### src/rebd_pkg.sv
// Package for the rotary encoder and push button decoder.
// Holds widths, operation codes, register indexes and reset values; no dependencies.
`timescale 1ns / 1ps
`default_nettype none
package rebd_pkg;

    localparam int COUNT_WIDTH = 16;
    localparam int CFG_DATA_W  = 16;
    localparam int CFG_IDX_W   = 2;
    localparam int TURN_W      = 8;
    localparam int CMP_W       = (COUNT_WIDTH > CFG_DATA_W) ? COUNT_WIDTH : CFG_DATA_W;

    typedef enum logic [1:0] {
        MODE_TICK     = 2'd0,
        MODE_RD_BTN   = 2'd1,
        MODE_RD_TURN  = 2'd2,
        MODE_NOP      = 2'd3
    } op_mode_t;

    typedef enum logic [2:0] {
        EV_NONE      = 3'd0,
        EV_CLICK     = 3'd1,
        EV_LONG      = 3'd2,
        EV_HOLD      = 3'd3,
        EV_HOLD_DONE = 3'd4
    } btn_event_t;

    localparam logic [CFG_IDX_W-1:0] REG_ENC_TYPE  = 2'd0;
    localparam logic [CFG_IDX_W-1:0] REG_DEBOUNCE  = 2'd1;
    localparam logic [CFG_IDX_W-1:0] REG_LONGPRESS = 2'd2;

    localparam logic [1:0]            ENC_TYPE_RST  = 2'd0;
    localparam logic [CFG_DATA_W-1:0] DEBOUNCE_RST  = 16'd200;
    localparam logic [CFG_DATA_W-1:0] LONGPRESS_RST = 16'd2000;

endpackage : rebd_pkg
`default_nettype wire

### src/rotary_encoder_button_decoder_top.sv
// Rotary encoder and push button decoder, top level.
// Quadrature decode, button debounce and event reporting; depends on rebd_pkg.
// ---------------------------------------------------------------------------
// Usage:
//   Input channel (s_*): each transfer is a sampling tick carrying the A, B and
//   button pin levels, a read-and-clear of the button event (a hold event stays),
//   a read-and-clear of the rotation count or a no-op. Every transfer yields
//   exactly one result transfer on the m_* channel: the rotation count and
//   button event after a tick, or before the clear for a read.
//   Configuration: cfg_wr_en writes cfg_wr_data into the register at cfg_index
//   (0 encoder type, 1 debounce ticks, 2 long-press ticks) in the same cycle.
//   Each result is registered in the output register; throughput is one item
//   per cycle while the receiver does not stall, as the state updates on every transfer.
//   When the receiver stalls, one further item is taken into a skid stage, and
//   s_ready drops only while that stage is full.
//   Reset (aresetn low, synchronous) clears the count and event, sets the last
//   pin levels high and loads the register defaults (type 0, 200, 2000).
// ---------------------------------------------------------------------------
`timescale 1ns / 1ps
`default_nettype none
module rotary_encoder_button_decoder_top (
    input  wire  logic                                   aclk,
    input  wire  logic                                   aresetn,
    input  wire  logic                                   cfg_wr_en,
    input  wire  logic [rebd_pkg::CFG_IDX_W-1:0]         cfg_index,
    input  wire  logic [rebd_pkg::CFG_DATA_W-1:0]        cfg_wr_data,
    input  wire  logic                                   s_valid,
    output       logic                                   s_ready,
    input  wire  logic [1:0]                             s_mode,
    input  wire  logic                                   s_pin_a,
    input  wire  logic                                   s_pin_b,
    input  wire  logic                                   s_pin_button,
    output       logic                                   m_valid,
    input  wire  logic                                   m_ready,
    output       logic signed [rebd_pkg::TURN_W-1:0]     m_rotation_count,
    output       logic [2:0]                             m_button_event
);
    import rebd_pkg::*;

    localparam logic [COUNT_WIDTH-1:0] CNT_MAX = {COUNT_WIDTH{1'b1}};

    logic [1:0]             enc_type_reg;
    logic [CFG_DATA_W-1:0]  debounce_reg;
    logic [CFG_DATA_W-1:0]  longpress_reg;

    logic                   prev_a_reg, prev_button_reg;
    logic [TURN_W-1:0]      turn_reg, turn_next, turn_res;
    logic                   press_active_reg, press_active_next;
    logic [COUNT_WIDTH-1:0] press_ticks_reg, press_ticks_next;
    btn_event_t             event_reg, event_next, event_res;

    logic                   out_valid_reg, out_valid_next;
    logic [TURN_W-1:0]      out_turn_reg, out_turn_next;
    btn_event_t             out_event_reg, out_event_next;
    logic                   skid_valid_reg, skid_valid_next;
    logic [TURN_W-1:0]      skid_turn_reg, skid_turn_next;
    btn_event_t             skid_event_reg, skid_event_next;

    logic                   in_xfer, out_xfer;
    op_mode_t               mode;
    logic                   down;
    logic [CMP_W-1:0]       ticks_ext, deb_ext, long_ext;
    logic [COUNT_WIDTH-1:0] ticks_inc;

    assign in_xfer  = s_valid && s_ready;
    assign out_xfer = out_valid_reg && m_ready;
    assign mode     = op_mode_t'(s_mode);

    assign ticks_ext = CMP_W'(press_ticks_reg);
    assign deb_ext   = CMP_W'(debounce_reg);
    assign long_ext  = CMP_W'(longpress_reg);
    assign ticks_inc = (press_ticks_reg == CNT_MAX) ? press_ticks_reg
                                                    : press_ticks_reg + 1'b1;

    always_comb begin
        turn_res          = turn_reg;
        event_res         = event_reg;
        press_active_next = press_active_reg;
        press_ticks_next  = press_ticks_reg;
        down              = 1'b0;

        if (mode == MODE_TICK) begin
            if (!enc_type_reg[1]) begin
                down = (s_pin_a == s_pin_b) ^ enc_type_reg[0];
                if (prev_a_reg != s_pin_a) begin
                    turn_res = down ? turn_reg - 1'b1 : turn_reg + 1'b1;
                end
            end else begin
                down = s_pin_b ^ enc_type_reg[0];
                if (!prev_a_reg && s_pin_a) begin
                    turn_res = down ? turn_reg - 1'b1 : turn_reg + 1'b1;
                end
            end

            priority if (prev_button_reg && !s_pin_button) begin
                press_active_next = 1'b1;
                press_ticks_next  = '0;
            end else if (press_active_reg && s_pin_button) begin
                press_active_next = 1'b0;
                priority if (ticks_ext < deb_ext) begin
                    event_res = EV_NONE;
                end else if (ticks_ext < long_ext && event_reg == EV_NONE) begin
                    event_res = EV_CLICK;
                end else if (event_reg == EV_HOLD) begin
                    event_res = EV_HOLD_DONE;
                end else begin
                    event_res = event_reg;
                end
            end else if (press_active_reg) begin
                priority if (ticks_ext < deb_ext) begin
                    press_ticks_next = ticks_inc;
                    turn_res         = '0;
                end else if (ticks_ext < long_ext) begin
                    if (turn_res != '0) begin
                        event_res = EV_HOLD;
                    end
                    if (event_res == EV_NONE) begin
                        press_ticks_next = ticks_inc;
                    end
                end else if (ticks_ext == long_ext) begin
                    press_ticks_next = ticks_inc;
                    event_res        = EV_LONG;
                end else begin
                    press_ticks_next = press_ticks_reg;
                end
            end
        end

        turn_next  = turn_res;
        event_next = event_res;
        unique case (mode)
            MODE_RD_BTN: begin
                if (event_res != EV_HOLD) begin
                    event_next = EV_NONE;
                end
            end
            MODE_RD_TURN: begin
                turn_next = '0;
            end
            default: begin
            end
        endcase
    end

    // output register and skid stage
    always_comb begin
        out_valid_next  = out_valid_reg;
        out_turn_next   = out_turn_reg;
        out_event_next  = out_event_reg;
        skid_valid_next = skid_valid_reg;
        skid_turn_next  = skid_turn_reg;
        skid_event_next = skid_event_reg;

        if (out_xfer) begin
            out_valid_next  = skid_valid_reg;
            out_turn_next   = skid_turn_reg;
            out_event_next  = skid_event_reg;
            skid_valid_next = 1'b0;
        end
        if (in_xfer) begin
            if (out_valid_next) begin
                skid_valid_next = 1'b1;
                skid_turn_next  = turn_res;
                skid_event_next = event_res;
            end else begin
                out_valid_next = 1'b1;
                out_turn_next  = turn_res;
                out_event_next = event_res;
            end
        end
    end

    always_ff @(posedge aclk) begin
        if (!aresetn) begin
            enc_type_reg     <= ENC_TYPE_RST;
            debounce_reg     <= DEBOUNCE_RST;
            longpress_reg    <= LONGPRESS_RST;
            prev_a_reg       <= 1'b1;
            prev_button_reg  <= 1'b1;
            turn_reg         <= '0;
            press_active_reg <= 1'b0;
            press_ticks_reg  <= '0;
            event_reg        <= EV_NONE;
            out_valid_reg    <= 1'b0;
            skid_valid_reg   <= 1'b0;
        end else begin
            if (cfg_wr_en) begin
                unique case (cfg_index)
                    REG_ENC_TYPE:  enc_type_reg  <= cfg_wr_data[1:0];
                    REG_DEBOUNCE:  debounce_reg  <= cfg_wr_data;
                    REG_LONGPRESS: longpress_reg <= cfg_wr_data;
                    default: begin
                    end
                endcase
            end
            if (in_xfer) begin
                if (mode == MODE_TICK) begin
                    prev_a_reg      <= s_pin_a;
                    prev_button_reg <= s_pin_button;
                end
                turn_reg         <= turn_next;
                press_active_reg <= press_active_next;
                press_ticks_reg  <= press_ticks_next;
                event_reg        <= event_next;
            end
            out_valid_reg  <= out_valid_next;
            skid_valid_reg <= skid_valid_next;
        end
    end

    always_ff @(posedge aclk) begin
        out_turn_reg   <= out_turn_next;
        out_event_reg  <= out_event_next;
        skid_turn_reg  <= skid_turn_next;
        skid_event_reg <= skid_event_next;
    end

    assign s_ready          = !skid_valid_reg;
    assign m_valid          = out_valid_reg;
    assign m_rotation_count = signed'(out_turn_reg);
    assign m_button_event   = out_event_reg;

    a_skid_implies_out: assert property (@(posedge aclk) disable iff (!aresetn)
        skid_valid_reg |-> out_valid_reg)
        else $error("skid stage holds data while output register is empty");

    a_turn_read_clears: assert property (@(posedge aclk) disable iff (!aresetn)
        (in_xfer && s_mode == MODE_RD_TURN) |=> (turn_reg == '0))
        else $error("rotation count not cleared after read");

    a_btn_read_clears: assert property (@(posedge aclk) disable iff (!aresetn)
        (in_xfer && s_mode == MODE_RD_BTN && event_reg != EV_HOLD)
        |=> (event_reg == EV_NONE))
        else $error("button event not cleared after read");

    a_event_legal: assert property (@(posedge aclk) disable iff (!aresetn)
        m_valid |-> (m_button_event <= 3'd4))
        else $error("result carries an undefined button event");

endmodule : rotary_encoder_button_decoder_top
`default_nettype wire

### config.mk
export PLATFORM = sky130hd
export DESIGN_NAME = rotary_encoder_button_decoder_top
export DESIGN_NICKNAME = d
export VERILOG_FILES = /design/src/rebd_pkg.sv /design/src/rotary_encoder_button_decoder_top.sv
export SDC_FILE = /design/constraint.sdc
export NUM_CORES = 1
export LEC_CHECK = 0
export ABC_AREA = 1
export BUFFER_PORTS_ARGS = -buffer_cell sky130_fd_sc_hd__clkbuf_2
export CORE_AREA = 2 2 91 159
export DETAILED_ROUTE_END_ITERATION = 16
export DIE_AREA = 0 0 93 161
export SETUP_SLACK_MARGIN = 0.4
export SLEW_MARGIN = 20
export SYNTH_ARGS = -nofsm -noshare
export SYNTH_HDL_FRONTEND = slang
export SYNTH_SLANG_ARGS = --single-unit
### constraint.sdc
create_clock -name aclk -period 2.68 [get_ports aclk]
set_input_delay 0.536 -clock aclk [delete_from_list [all_inputs] [get_ports aclk]]
set_output_delay 0.536 -clock aclk [all_outputs]
set_load 0.005 [all_outputs]
# Word-level counts from Yosys, hierarchy flattened
# Index checks and enable logic that the tools add are counted.
[totals] elab_cells=110 in_bits=28 register_bits=88 out_inout_bits=13
[op_classes] n_addsub=3 n_reduce_logical=24 n_mux=52 magnitude_cmp=2 n_eq_ne=12 bitwise=2
[op_table] operator="$mux W16" n=8
[op_table] operator="$mux W8" n=15
[op_table] operator="$mux W3" n=22
[op_table] operator="$lt A16 B16 Y1" n=2
[op_table] operator="$add A16 B1 Y16 const B" n=1
[op_table] operator="$eq A16 B16 Y1" n=1
[op_table] operator="$eq A16 B16 Y1 const B" n=1
[op_table] operator="$reduce_and A2 Y1" n=5
[op_table] operator="$add A8 B1 Y8 const B" n=1
[op_table] operator="$reduce_bool A8 Y1" n=1
[op_table] operator="$sub A8 B1 Y8 const B" n=1
[op_table] operator="$mux W1" n=7
[op_table] operator="$logic_and A1 B1 Y1" n=6
[op_table] operator="$logic_not A3 Y1" n=2
[op_table] operator="$reduce_and A6 Y1" n=1
[op_table] operator="$eq A2 B1 Y1 const B" n=2
[op_table] operator="$eq A2 B2 Y1 const B" n=2
[op_table] operator="$logic_not A2 Y1" n=2
[op_table] operator="$ne A4 B3 Y1 const B" n=1
[op_table] operator="$reduce_bool A2 Y1" n=2
[op_table] operator="$reduce_bool A4 Y1" n=1
[op_table] operator="$eq A3 B2 Y1 const B" n=1
[op_table] operator="$logic_not A1 Y1" n=3
[op_table] operator="$ne A3 B2 Y1 const B" n=1
[op_table] operator="5 further kinds" n=6

# Longest topological paths before layout
# Gate-level depths: netlist (run 1).
[logic_depth] word_depth=23 depth_mapped=21

# Least setup slack after synthesis (run 1)
# OpenSTA, ideal clock, no wires.
[synth_timing] path_type="input to register" from="input port s_pin_a" to="register press_ticks_reg[15]" setup_slack_ns=0.241 setup_ns=0.132 t_required_ns=2.548 cell_stages=15 arrival_time_ns=2.306 path_cell_list="ha_1 -> nor2_2 -> nor2_2 -> nand2_1 -> o21ai_0 -> nor2_1 -> nand2_1 -> nand2_1 -> nor2_2 -> nand3_2 -> o211ai_4 -> nand2_4 -> buf_2 -> nand2_1 -> a21oi_1"
[synth_via] elab_chain_len=17
[synth_lines] item="start: declaration" line="rotary_encoder_button_decoder_top.sv:30" rtl="input wire logic s_pin_a,"
[synth_lines] item="$eq A1 B1 Y1" line="rotary_encoder_button_decoder_top.sv:84" rtl="down = (s_pin_a == s_pin_b) ^ enc_type_reg[0];"
[synth_lines] item="$xor A1 B1 Y1" line="rotary_encoder_button_decoder_top.sv:84"
[synth_lines] item="$mux W8" line="rotary_encoder_button_decoder_top.sv:86" rtl="turn_res = down ? turn_reg - 1'b1 : turn_reg + 1'b1;"
[synth_lines] item="$mux W8" line="rotary_encoder_button_decoder_top.sv:85" rtl="if (prev_a_reg != s_pin_a) begin"
[synth_lines] item="$mux W8 *" line="rotary_encoder_button_decoder_top.sv:83" rtl="if (!enc_type_reg[1]) begin"
[synth_lines] item="$mux W8 *" line="rotary_encoder_button_decoder_top.sv:82" rtl="if (mode == MODE_TICK) begin"
[synth_lines] item="$reduce_bool A8 Y1 *" line="rotary_encoder_button_decoder_top.sv:114" rtl="if (turn_res != '0) begin"
[synth_lines] item="$mux W3 *" line="rotary_encoder_button_decoder_top.sv:114"
[synth_lines] item="$mux W3 *" line="rotary_encoder_button_decoder_top.sv:113" rtl="end else if (ticks_ext < long_ext) begin"
[synth_lines] item="$mux W3 *" line="rotary_encoder_button_decoder_top.sv:110" rtl="priority if (ticks_ext < deb_ext) begin"
[synth_lines] item="$mux W3 *" line="rotary_encoder_button_decoder_top.sv:109" rtl="end else if (press_active_reg) begin"
[synth_lines] item="$mux W3 *" line="rotary_encoder_button_decoder_top.sv:98" rtl="end else if (press_active_reg && s_pin_button) begin"
[synth_lines] item="$mux W3 *" line="rotary_encoder_button_decoder_top.sv:95" rtl="priority if (prev_button_reg && !s_pin_button) begin"
[synth_lines] item="$mux W3 *" line="rotary_encoder_button_decoder_top.sv:82"
[synth_lines] item="$logic_not A3 Y1 *" line="rotary_encoder_button_decoder_top.sv:117" rtl="if (event_res == EV_NONE) begin"
[synth_lines] item="$ne A4 B3 Y1 (no line) *"
[synth_lines] item="$reduce_and A6 Y1 (no line) *"
[synth_lines] item="end signal: assignment" line="rotary_encoder_button_decoder_top.sv:203" rtl="press_ticks_reg <= press_ticks_next;"
[synth_lines] item="end: declaration" line="rotary_encoder_button_decoder_top.sv:49" rtl="logic [COUNT_WIDTH-1:0] press_ticks_reg, press_ticks_next;"
# Mark *: on every way between the ends. The rest lies on a longest branch, timed or not. The select of a mux whose other input is x is not followed.
# A chain may end at the register's enable or synchronous reset.

# Worst setup path in the final report (run 1)
[layout_timing] from="register turn_reg[1]" to="register press_ticks_reg[3]"
[layout_via] elab_chain_len=16
[layout_lines] item="start: declaration" line="rotary_encoder_button_decoder_top.sv:47" rtl="logic [TURN_W-1:0] turn_reg, turn_next, turn_res;"
[layout_lines] item="start signal: assignment" line="rotary_encoder_button_decoder_top.sv:201" rtl="turn_reg <= turn_next;"
[layout_lines] item="$add A8 B1 Y8 or $sub A8 B1 Y8 (tied branches)" line="rotary_encoder_button_decoder_top.sv:86, rotary_encoder_button_decoder_top.sv:91"
[layout_lines] item="$mux W8 (on tied branches)" line="rotary_encoder_button_decoder_top.sv:86, rotary_encoder_button_decoder_top.sv:91"
[layout_lines] item="$mux W8 (on tied branches)" line="rotary_encoder_button_decoder_top.sv:85, rotary_encoder_button_decoder_top.sv:90"
[layout_lines] item="$mux W8 *" line="rotary_encoder_button_decoder_top.sv:83"
[layout_lines] item="$mux W8 *" line="rotary_encoder_button_decoder_top.sv:82"
[layout_lines] item="$reduce_bool A8 Y1 *" line="rotary_encoder_button_decoder_top.sv:114"
[layout_lines] item="$mux W3 *" line="rotary_encoder_button_decoder_top.sv:114"
[layout_lines] item="$mux W3 *" line="rotary_encoder_button_decoder_top.sv:113"
[layout_lines] item="$mux W3 *" line="rotary_encoder_button_decoder_top.sv:110"
[layout_lines] item="$mux W3 *" line="rotary_encoder_button_decoder_top.sv:109"
[layout_lines] item="$mux W3 *" line="rotary_encoder_button_decoder_top.sv:98"
[layout_lines] item="$mux W3 *" line="rotary_encoder_button_decoder_top.sv:95"
[layout_lines] item="$mux W3 *" line="rotary_encoder_button_decoder_top.sv:82"
[layout_lines] item="$logic_not A3 Y1 *" line="rotary_encoder_button_decoder_top.sv:117"
[layout_lines] item="$ne A4 B3 Y1 (no line) *"
[layout_lines] item="$reduce_and A6 Y1 (no line) *"
# Marks and branches as above.

==> impl_results.rst, run 1 <==
.. list-table::
   :header-rows: 1

   * - Metric
     - Value
   * - Result of the run
     - complete, no violations
   * - Distinct cell type count after synthesis
     - 40
   * - Minimum clock period after layout
     - ~2.4 ns
   * - Arrival time of the worst setup path
     - 2.65 ns
   * - Post-Route Utilization
     - 47.9%
   * - Clock insertion delay at the later pin of the skew report
     - 0.35 ns
   * - Vias
     - roughly 5.2k
   * - Overall power of the completed layout
     - 3.28 mW
   * - Die ar.
     - approximately 0.015 mm^2
   * - Multi-input combinational cell area
     - ~0.0032 mm^2
   * - Number of top-level pins
     - 41
   * - Placed cell count
     - 992
   * - Vias per inst
     - 5.05
   * - Worst setup SP type
     - flop
   * - Drc violations
     - 0
   * - Wire length of the first global-routing pass
     - 23400 um
   * - Routed Wire Length
     - 13900 um
   * - CTS clk-pin slew, worst paths
     - 0.06 ns
   * - Post-route clock skew
     - slightly above 0.007 ns
   * - Starting utilization of the core area
     - 39.2%
   * - Number of placement rows
     - between 50 and 60
   * - Vias in the first global route
     - 5072
   * - HPWL after detailed placement
     - 10700 um
   * - Buffer depth of the longest clock path
     - 2
   * - CTS sink cnt
     - 88
   * - Register area share after synthesis
     - 34.9%
   * - TritonCTS clock tree
     - built
   * - Antenna violations before repair
     - 0
   * - Data required, critical path
     - 2.91 ns
   * - Maximum clock frequency
     - slightly above 0.4 GHz
   * - Placeable core region
     - 0.0137 mm^2
   * - Startpoint of the most critical register-to-register path
     - turn_reg[1]$_SDFFE_PN0P_
   * - ANT cells
     - 0
   * - Final Cell Area
     - 0.00656 mm^2
   * - Total of warnings raised by yosys
     - 0
   * - Number of standard cells after synthesis
     - 778
   * - Transition at the pin with the smallest max-transition slack
     - a little under 0.7 ns
   * - H-tree depth
     - 3
   * - Mapped cell area
     - 0.00536 mm^2
   * - Share of cells above drive strength 1
     - between 20% and 30%
   * - Starting DRT DRC Count
     - 192
   * - Setup TNS
     - 0 ns
   * - Horiz. Die Dim
     - 93 um
   * - Count of state elements after synthesis
     - 88
   * - Max cap viols
     - 0
   * - Post-placement cell area
     - 0.00587 mm^2
   * - Final Max Tran Viols
     - 0
   * - Post-route worst setup slack
     - 0.263 ns
   * - Largest net degree at the start of global routing
     - 37
   * - Post-route insts no fill
     - about 1.0k
   * - Post-place setup slack
     - -0.111 ns
   * - Portion of the clock cycle consumed by the worst path in the final layout
     - 90.2%
   * - Root buffer cell
     - clkbuf_16
   * - Setup repair after global routing missed its margin
     - true
   * - First element of the critical path
     - turn_reg[1]$_SDFFE_PN0P_
   * - Async set or reset register ratio after synthesis
     - 0%
   * - Total track usage
     - between 15 and 20%
   * - Final-report hold violation count
     - 0
   * - Sequential cell area
     - 0.00190 mm^2
   * - Number of optimization iterations in the first detailed-route pass
     - 5
   * - Lkg Pwr
     - 2.96 nW
   * - Mean instance size in the synthesized netlist
     - 6.89 um^2
   * - Startpoint of the worst hold path
     - cfg_wr_data[8]
   * - Synthesized net count
     - 841
   * - Number of nets with antenna violations after routing
     - 0
   * - Slew HR
     - a little over half
   * - Flip-flop cell with the highest count after synthesis
     - dfxtp_1
   * - Routed length per instance
     - 13.5 um
   * - Nets
     - 907
   * - Overflow after GRT
     - 0
   * - Height of the die
     - ~160 um
   * - Total setup violations reported at the end of the flow
     - 0
   * - Largest driver fanout on the critical path
     - 5
   * - Number of filler cells placed in the layout
     - between 1k and 1.5k
   * - Cell Pwr Density
     - 501 mW/mm^2
   * - Number of buffers inserted for hold repair after clock tree synthesis
     - 0
   * - Total clock buffers created by CTS
     - 9
   * - Worst hold-check path type
     - primary input to flop
   * - Type of element capturing the critical path
     - flop
   * - Maximum resistive drop on vdd
     - 348 uV
   * - Worst Path Class, Setup
     - flop to flop
   * - Routability Congestion
     - just over 0.9
   * - Number of enable flip-flop cells after synthesis
     - 11
   * - Count of port buffers added during placement
     - 40
   * - Hold slack final
     - 0.411 ns
   * - Area growth from synthesis to layout
     - 22.4%
[power breakdown]
part / internal, mW / total [mW] / switching (mW) / leakage [nW]
Clock: 0.776 / 1.31 / 0.531 / 0.154
Combinational: 0.215 / 0.537 / 0.322 / 2.07
Sequential: 1.40 / 1.44 / 0.0381 / 0.737
Total: 2.39 / 3.28 / 0.891 / 2.96
[worst max-delay path, cell delays in order, from the launching register on]
cell	delay, ns
dfxtp_4	0.36
buf_6	0.13
nor2_4	0.14
nand3_1	0.09
nand2_1	0.07
nand2_1	0.08
nand2_1	0.08
nand2_1	0.05
nor2_1	0.11
nand2_1	0.11
nor2_2	0.15
nand3_2	0.12
o211ai_4	0.33
nand2_8	0.11
buf_12	0.15
nor3b_2	0.17
nor3b_2	0.06
[cell type report]
class	instances	area share, %
sequential	88	28.9
inverter	105	6.01
clock buffer	11	3.87
clock inverter	5	0.820
tap	177	3.38
timing repair buffer	80	8.30
multi-input combinational	560	48.7
[placed cells by master (no fill, tap or decap), types with 3 or more instances in the layout]
cell type,count
dfxtp_4,4
dfxtp_2,8
buf_6,5
nor2_1,62
nor3_1,13
inv_2,9
nor2_4,5
a21oi_1,70
inv_1,96
ha_1,32
xor2_1,13
o21ai_0,42
nand2_1,158
clkbuf_16,10
o211ai_1,10
nor2_2,10
dfxtp_1,65
nor3b_2,3
nand3_1,57
a31oi_1,6
edfxtp_1,11
xnor2_1,3
nand4_1,13
nand2_2,16
clkbuf_2,39
clkinv_2,3
nand3_2,11
a21oi_2,4
o21ai_1,8
buf_4,33
[timing repair]
item | 4_1_cts | 5_1_grt
cloned | 1 | 0
resized for setup | 39 | 42
pin swaps | 10 | 13
setup endpoints to repair | 28 | 37
setup buffers | 14 | 3
[layer usage]
layer | global-route usage [%] | up-vias | share of wire [%]
li1 | - | 2696 | -
met1 | 20.2 | 2336 | 38
met2 | 36.9 | 107 | 55
met3 | 2.75 | 40 | 3.1
met4 | 9.89 | 0 | 4.1
met5 | 0 | - | 0
[kinds of logic after synthesis]
group | count (synthesis) | share of synthesized area (%)
buffers and inverters | 131 | 9.40
AOI/OAI and AO/OA | 155 | 16.1
and+or+nand+nor | 353 | 28.8
adders and majority gates | 35 | 8.17
DFF | 88 | 34.9
xor gates and xnor gates | 16 | 2.61
[worst paths after layout]
kind	end	slack (ns)	cells past startpoint
setup / recovery	press_ticks_reg[3]$_SDFFE_PN0P_	0.26	16
hold / removal	long_ext[8]$_SDFFE_PN1P_	0.41	3
setup reg to reg	press_ticks_reg[3]$_SDFFE_PN0P_	0.26	16
hold reg to reg	long_ext[5]$_SDFFE_PN0P_	0.46	2
[cell usage after synthesis (11+ instances only)]
library cell  count  area, um^2
edfxtp_1         11         330
clkbuf_1         20        75.1
o21ai_0          50         250
xor2_1           13         114
inv_1           102         383
nor2_1           69         259
nand3_1          67         335
dfxtp_1          77        1540
nand2_1         171         642
ha_1             35         438
nor3_1           13        65.1
a21oi_1          74         370
nand4_1          13        81.3
No activity file was read; power rests on OpenSTA's default activity.
==> inputs of run 2 (changes only) <==
Clock period 2.68 ns to 2 ns, I/O delays scaled along.
==> impl_results.rst, run 2 (synthesis gave the netlist of run 1 again) <==
.. list-table::
   :header-rows: 1

   * - Metric
     - Value
   * - Result of the run
     - finished with violations
   * - Failing checks
     - setup timing
   * - Maximum resistive drop on vdd
     - 410 uV (+18%)
   * - Transition at the pin with the smallest max-transition slack
     - 0.703 ns (+0.0135 ns)
   * - End of the worst hold path
     - long_ext[4]$_SDFFE_PN1P_
   * - Starting utilization of the core area
     - 39.2% (unchanged)
   * - Share of cells above drive strength 1
     - 36.4% (+15 points)
   * - Number of top-level pins
     - 41 (unchanged)
   * - Maximum clock frequency
     - 0.415 GHz (+0.23%)
   * - Post-placement cell area
     - 0.00668 mm^2 (+14%)
   * - Total track usage
     - 21.0% (+1.6 points)
   * - Crit-path most repeated cell
     - nand2_1
   * - Die ar.
     - 0.0150 mm^2 (unchanged)
   * - CTS sink cnt
     - 88 (unchanged)
   * - Final Max Tran Viols
     - 0 (unchanged)
   * - Vias per inst
     - 4.95 (-2.0%)
   * - Height of the die
     - 161 um (unchanged)
   * - Placeable core region
     - 0.0137 mm^2 (unchanged)
   * - Number of filler cells placed in the layout
     - 1323 (-8.4%)
   * - ANT cells
     - 0 (unchanged)
   * - Antenna violations before repair
     - 0 (unchanged)
   * - Horiz. Die Dim
     - 93 um (unchanged)
   * - Setup repair after global routing missed its margin
     - true
   * - Drc violations
     - 0 (unchanged)
   * - Final Cell Area
     - 0.00784 mm^2 (+19%)
   * - Portion of the clock cycle consumed by the worst path in the final layout
     - 121% (+30 points)
   * - Worst hold-check path type
     - primary input to flop
   * - Hold slack final
     - 0.279 ns (-0.132 ns)
   * - Post-route worst setup slack
     - -0.411 ns (-0.675 ns)
   * - Max cap viols
     - 0 (unchanged)
   * - Starting DRT DRC Count
     - 156 (-19%)
   * - Cell Pwr Density
     - 623 mW/mm^2 (+25%)
   * - Vias
     - 5572 (+7.6%)
   * - Number of nets with antenna violations after routing
     - 0 (unchanged)
   * - Startpoint of the most critical register-to-register path
     - turn_reg[1]$_SDFFE_PN0P_
   * - CP bufs+invs
     - 2 (unchanged)
   * - Data required, critical path
     - 2.23 ns (-0.68 ns)
   * - Overflow after GRT
     - 0 (unchanged)
   * - Buffer depth of the longest clock path
     - 2 (unchanged)
   * - Number of placement rows
     - 57 (unchanged)
   * - Routed length per instance
     - 13.9 um (+2.5%)
   * - Routability Congestion
     - 0.862 (-6.7%)
   * - Highest-count cells in the layout ignoring fill and taps
     - nand2_1 (149), buf_4 (126), inv_1 (92)
   * - Largest net degree at the start of global routing
     - 32 (-14%)
   * - Delay-heaviest family, CP
     - simple AND/OR/NAND/NOR gates
   * - Post-route clock skew
     - 0.00957 ns (+0.00232 ns)
   * - HPWL after detailed placement
     - 11800 um (+10%)
   * - Most common cell after layout, fill and taps aside
     - nand2_1
   * - Lkg Pwr
     - 3.54 nW (+20%)
   * - Worst setup SP type
     - flop
   * - Register-to-register setup slack
     - -0.41 ns (-0.67 ns)
   * - H-tree depth
     - 3 (unchanged)
   * - Delay of the slowest cell on the worst path
     - 0.36 ns (about the same)
   * - Arrival time of the worst setup path
     - 2.64 ns (about the same)
   * - Number of optimization iterations in the first detailed-route pass
     - 5 (unchanged)
   * - Slew HR
     - 53.1% (-0.90 points)
   * - CTS clk-pin slew, worst paths
     - 0.06 ns (about the same)
   * - Type of element capturing the critical path
     - flop
   * - Root buffer cell
     - clkbuf_16
   * - TritonCTS clock tree
     - built
   * - Startpoint of the worst hold path
     - cfg_wr_data[4]
   * - Area growth from synthesis to layout
     - 46.2%
   * - Total clock buffers created by CTS
     - 9 (unchanged)
   * - Wire length of the first global-routing pass
     - 25000 um (+7.1%)
   * - Slowest-stage cell, CP
     - dfxtp_4
   * - Vias in the first global route
     - 5491 (+8.3%)
   * - Total setup violations reported at the end of the flow
     - 28 (+28)
   * - Largest driver fanout on the critical path
     - 9 (+4)
   * - Nets
     - 1008 (+11%)
   * - Routed Wire Length
     - 15600 um (+13%)
   * - Count of port buffers added during placement
     - 40 (unchanged)
   * - Worst Path Class, Setup
     - flop to flop
   * - Critical Path, Cell by Cell
     - buf_6 -> nor2_4 -> buf_4 -> nand3_1 -> nand2_1 -> nand2_1 -> nand2_1 -> nand2_1 -> nor2_1 -> nand2_2 -> nor2_4 -> nand3_4 -> o211ai_4 -> nand2_4 -> o21ai_4 -> nor3b_2
   * - Logic depth of the worst register-to-register path
     - 16 (unchanged)
   * - Final-report hold violation count
     - 0 (unchanged)
   * - Clock insertion delay at the later pin of the skew report
     - 0.35 ns (about the same)
   * - Number of cells on the worst hold path
     - 3 (unchanged)
   * - Minimum clock period after layout
     - 2.41 ns (-0.00546 ns)
   * - Reg-to-reg endpoint
     - press_ticks_reg[6]$_SDFFE_PN0P_
## run 2: routing by layer
| metal | vias to the layer above | GRT usage, % | routed length (um) |
|---|---|---|---|
| met5 | - | 0 | 0 |
| met4 | 0 | 11.2 | 889 |
| met3 | 50 | 3.64 | 330 |
| met2 | 104 | 41.0 | 8720 |
| met1 | 2527 | 20.3 | 5690 |
| li1 | 2891 | - | - |
## run 2: area by class of cell
type / instances / area (um^2) / area share (%)
clock inverters: 3 / 68.8 / 0.878
multi-input cells: 559 / 3620 / 46.2
inverters: 105 / 397 / 5.06
clock buffers: 12 / 289 / 3.69
repair buffers: 182 / 1330 / 16.9
well taps: 177 / 221 / 2.83
flip-flops and latches: 88 / 1910 / 24.4
## run 2: how the worst max path moves through the flow
stage / to / slack, ns / depth (start not counted) / startpoint
2_1_floorplan: press_ticks_reg[1]$_SDFFE_PN0P_ / -0.15 / 11 / s_pin_a
5_1_grt: press_ticks_reg[2]$_SDFFE_PN0P_ / -0.52 / 16 / turn_reg[1]$_SDFFE_PN0P_
3_5_place_dp: press_ticks_reg[2]$_SDFFE_PN0P_ / -0.56 / 14 / s_pin_a
3_3_place_gp: press_ticks_reg[2]$_SDFFE_PN0P_ / -0.52 / 14 / s_pin_a
4_1_cts: press_ticks_reg[4]$_SDFFE_PN0P_ / -0.31 / 16 / turn_reg[1]$_SDFFE_PN0P_
6_report: press_ticks_reg[6]$_SDFFE_PN0P_ / -0.41 / 16 / turn_reg[1]$_SDFFE_PN0P_
## run 2: where the power goes
| part | total (mW) | internal [mW] | switching (mW) |
|---|---|---|---|
| clock | 1.98 | 1.28 | 0.702 |
| combinational | 0.983 | 0.446 | 0.537 |
| sequential | 1.93 | 1.88 | 0.0476 |
## run 2: stage by stage
stage	util (%)	setup TNS, ns	setup slack (ns)	power [mW]	cells
finish	57.2	-8.66	-0.411	4.89	1126
global route	57.2	-12.70	-0.516	5.12	1126
CTS	53.3	-6.76	-0.314	4.81	1116
detailed placement	48.8	-14.51	-0.560	2.74	1093
global placement	48.8	-13.74	-0.521	2.74	1093
floorplan	-	-2.11	-0.151	2.40	778
## run 2: what timing repair did
| item | CTS | global route |
|---|---|---|
| resized for setup | 63 | 94 |
| hold buffers | 0 | 0 |
| pin swaps | 25 | 50 |
| endpoints found under the setup margin | 49 | 49 |
| setup buffers | 8 | 10 |
## run 2: tightest hold or removal path, stage by stage
cell and delay, ns:
clkbuf_2 0.08, nand2_1 0.04, o211ai_1 0.06
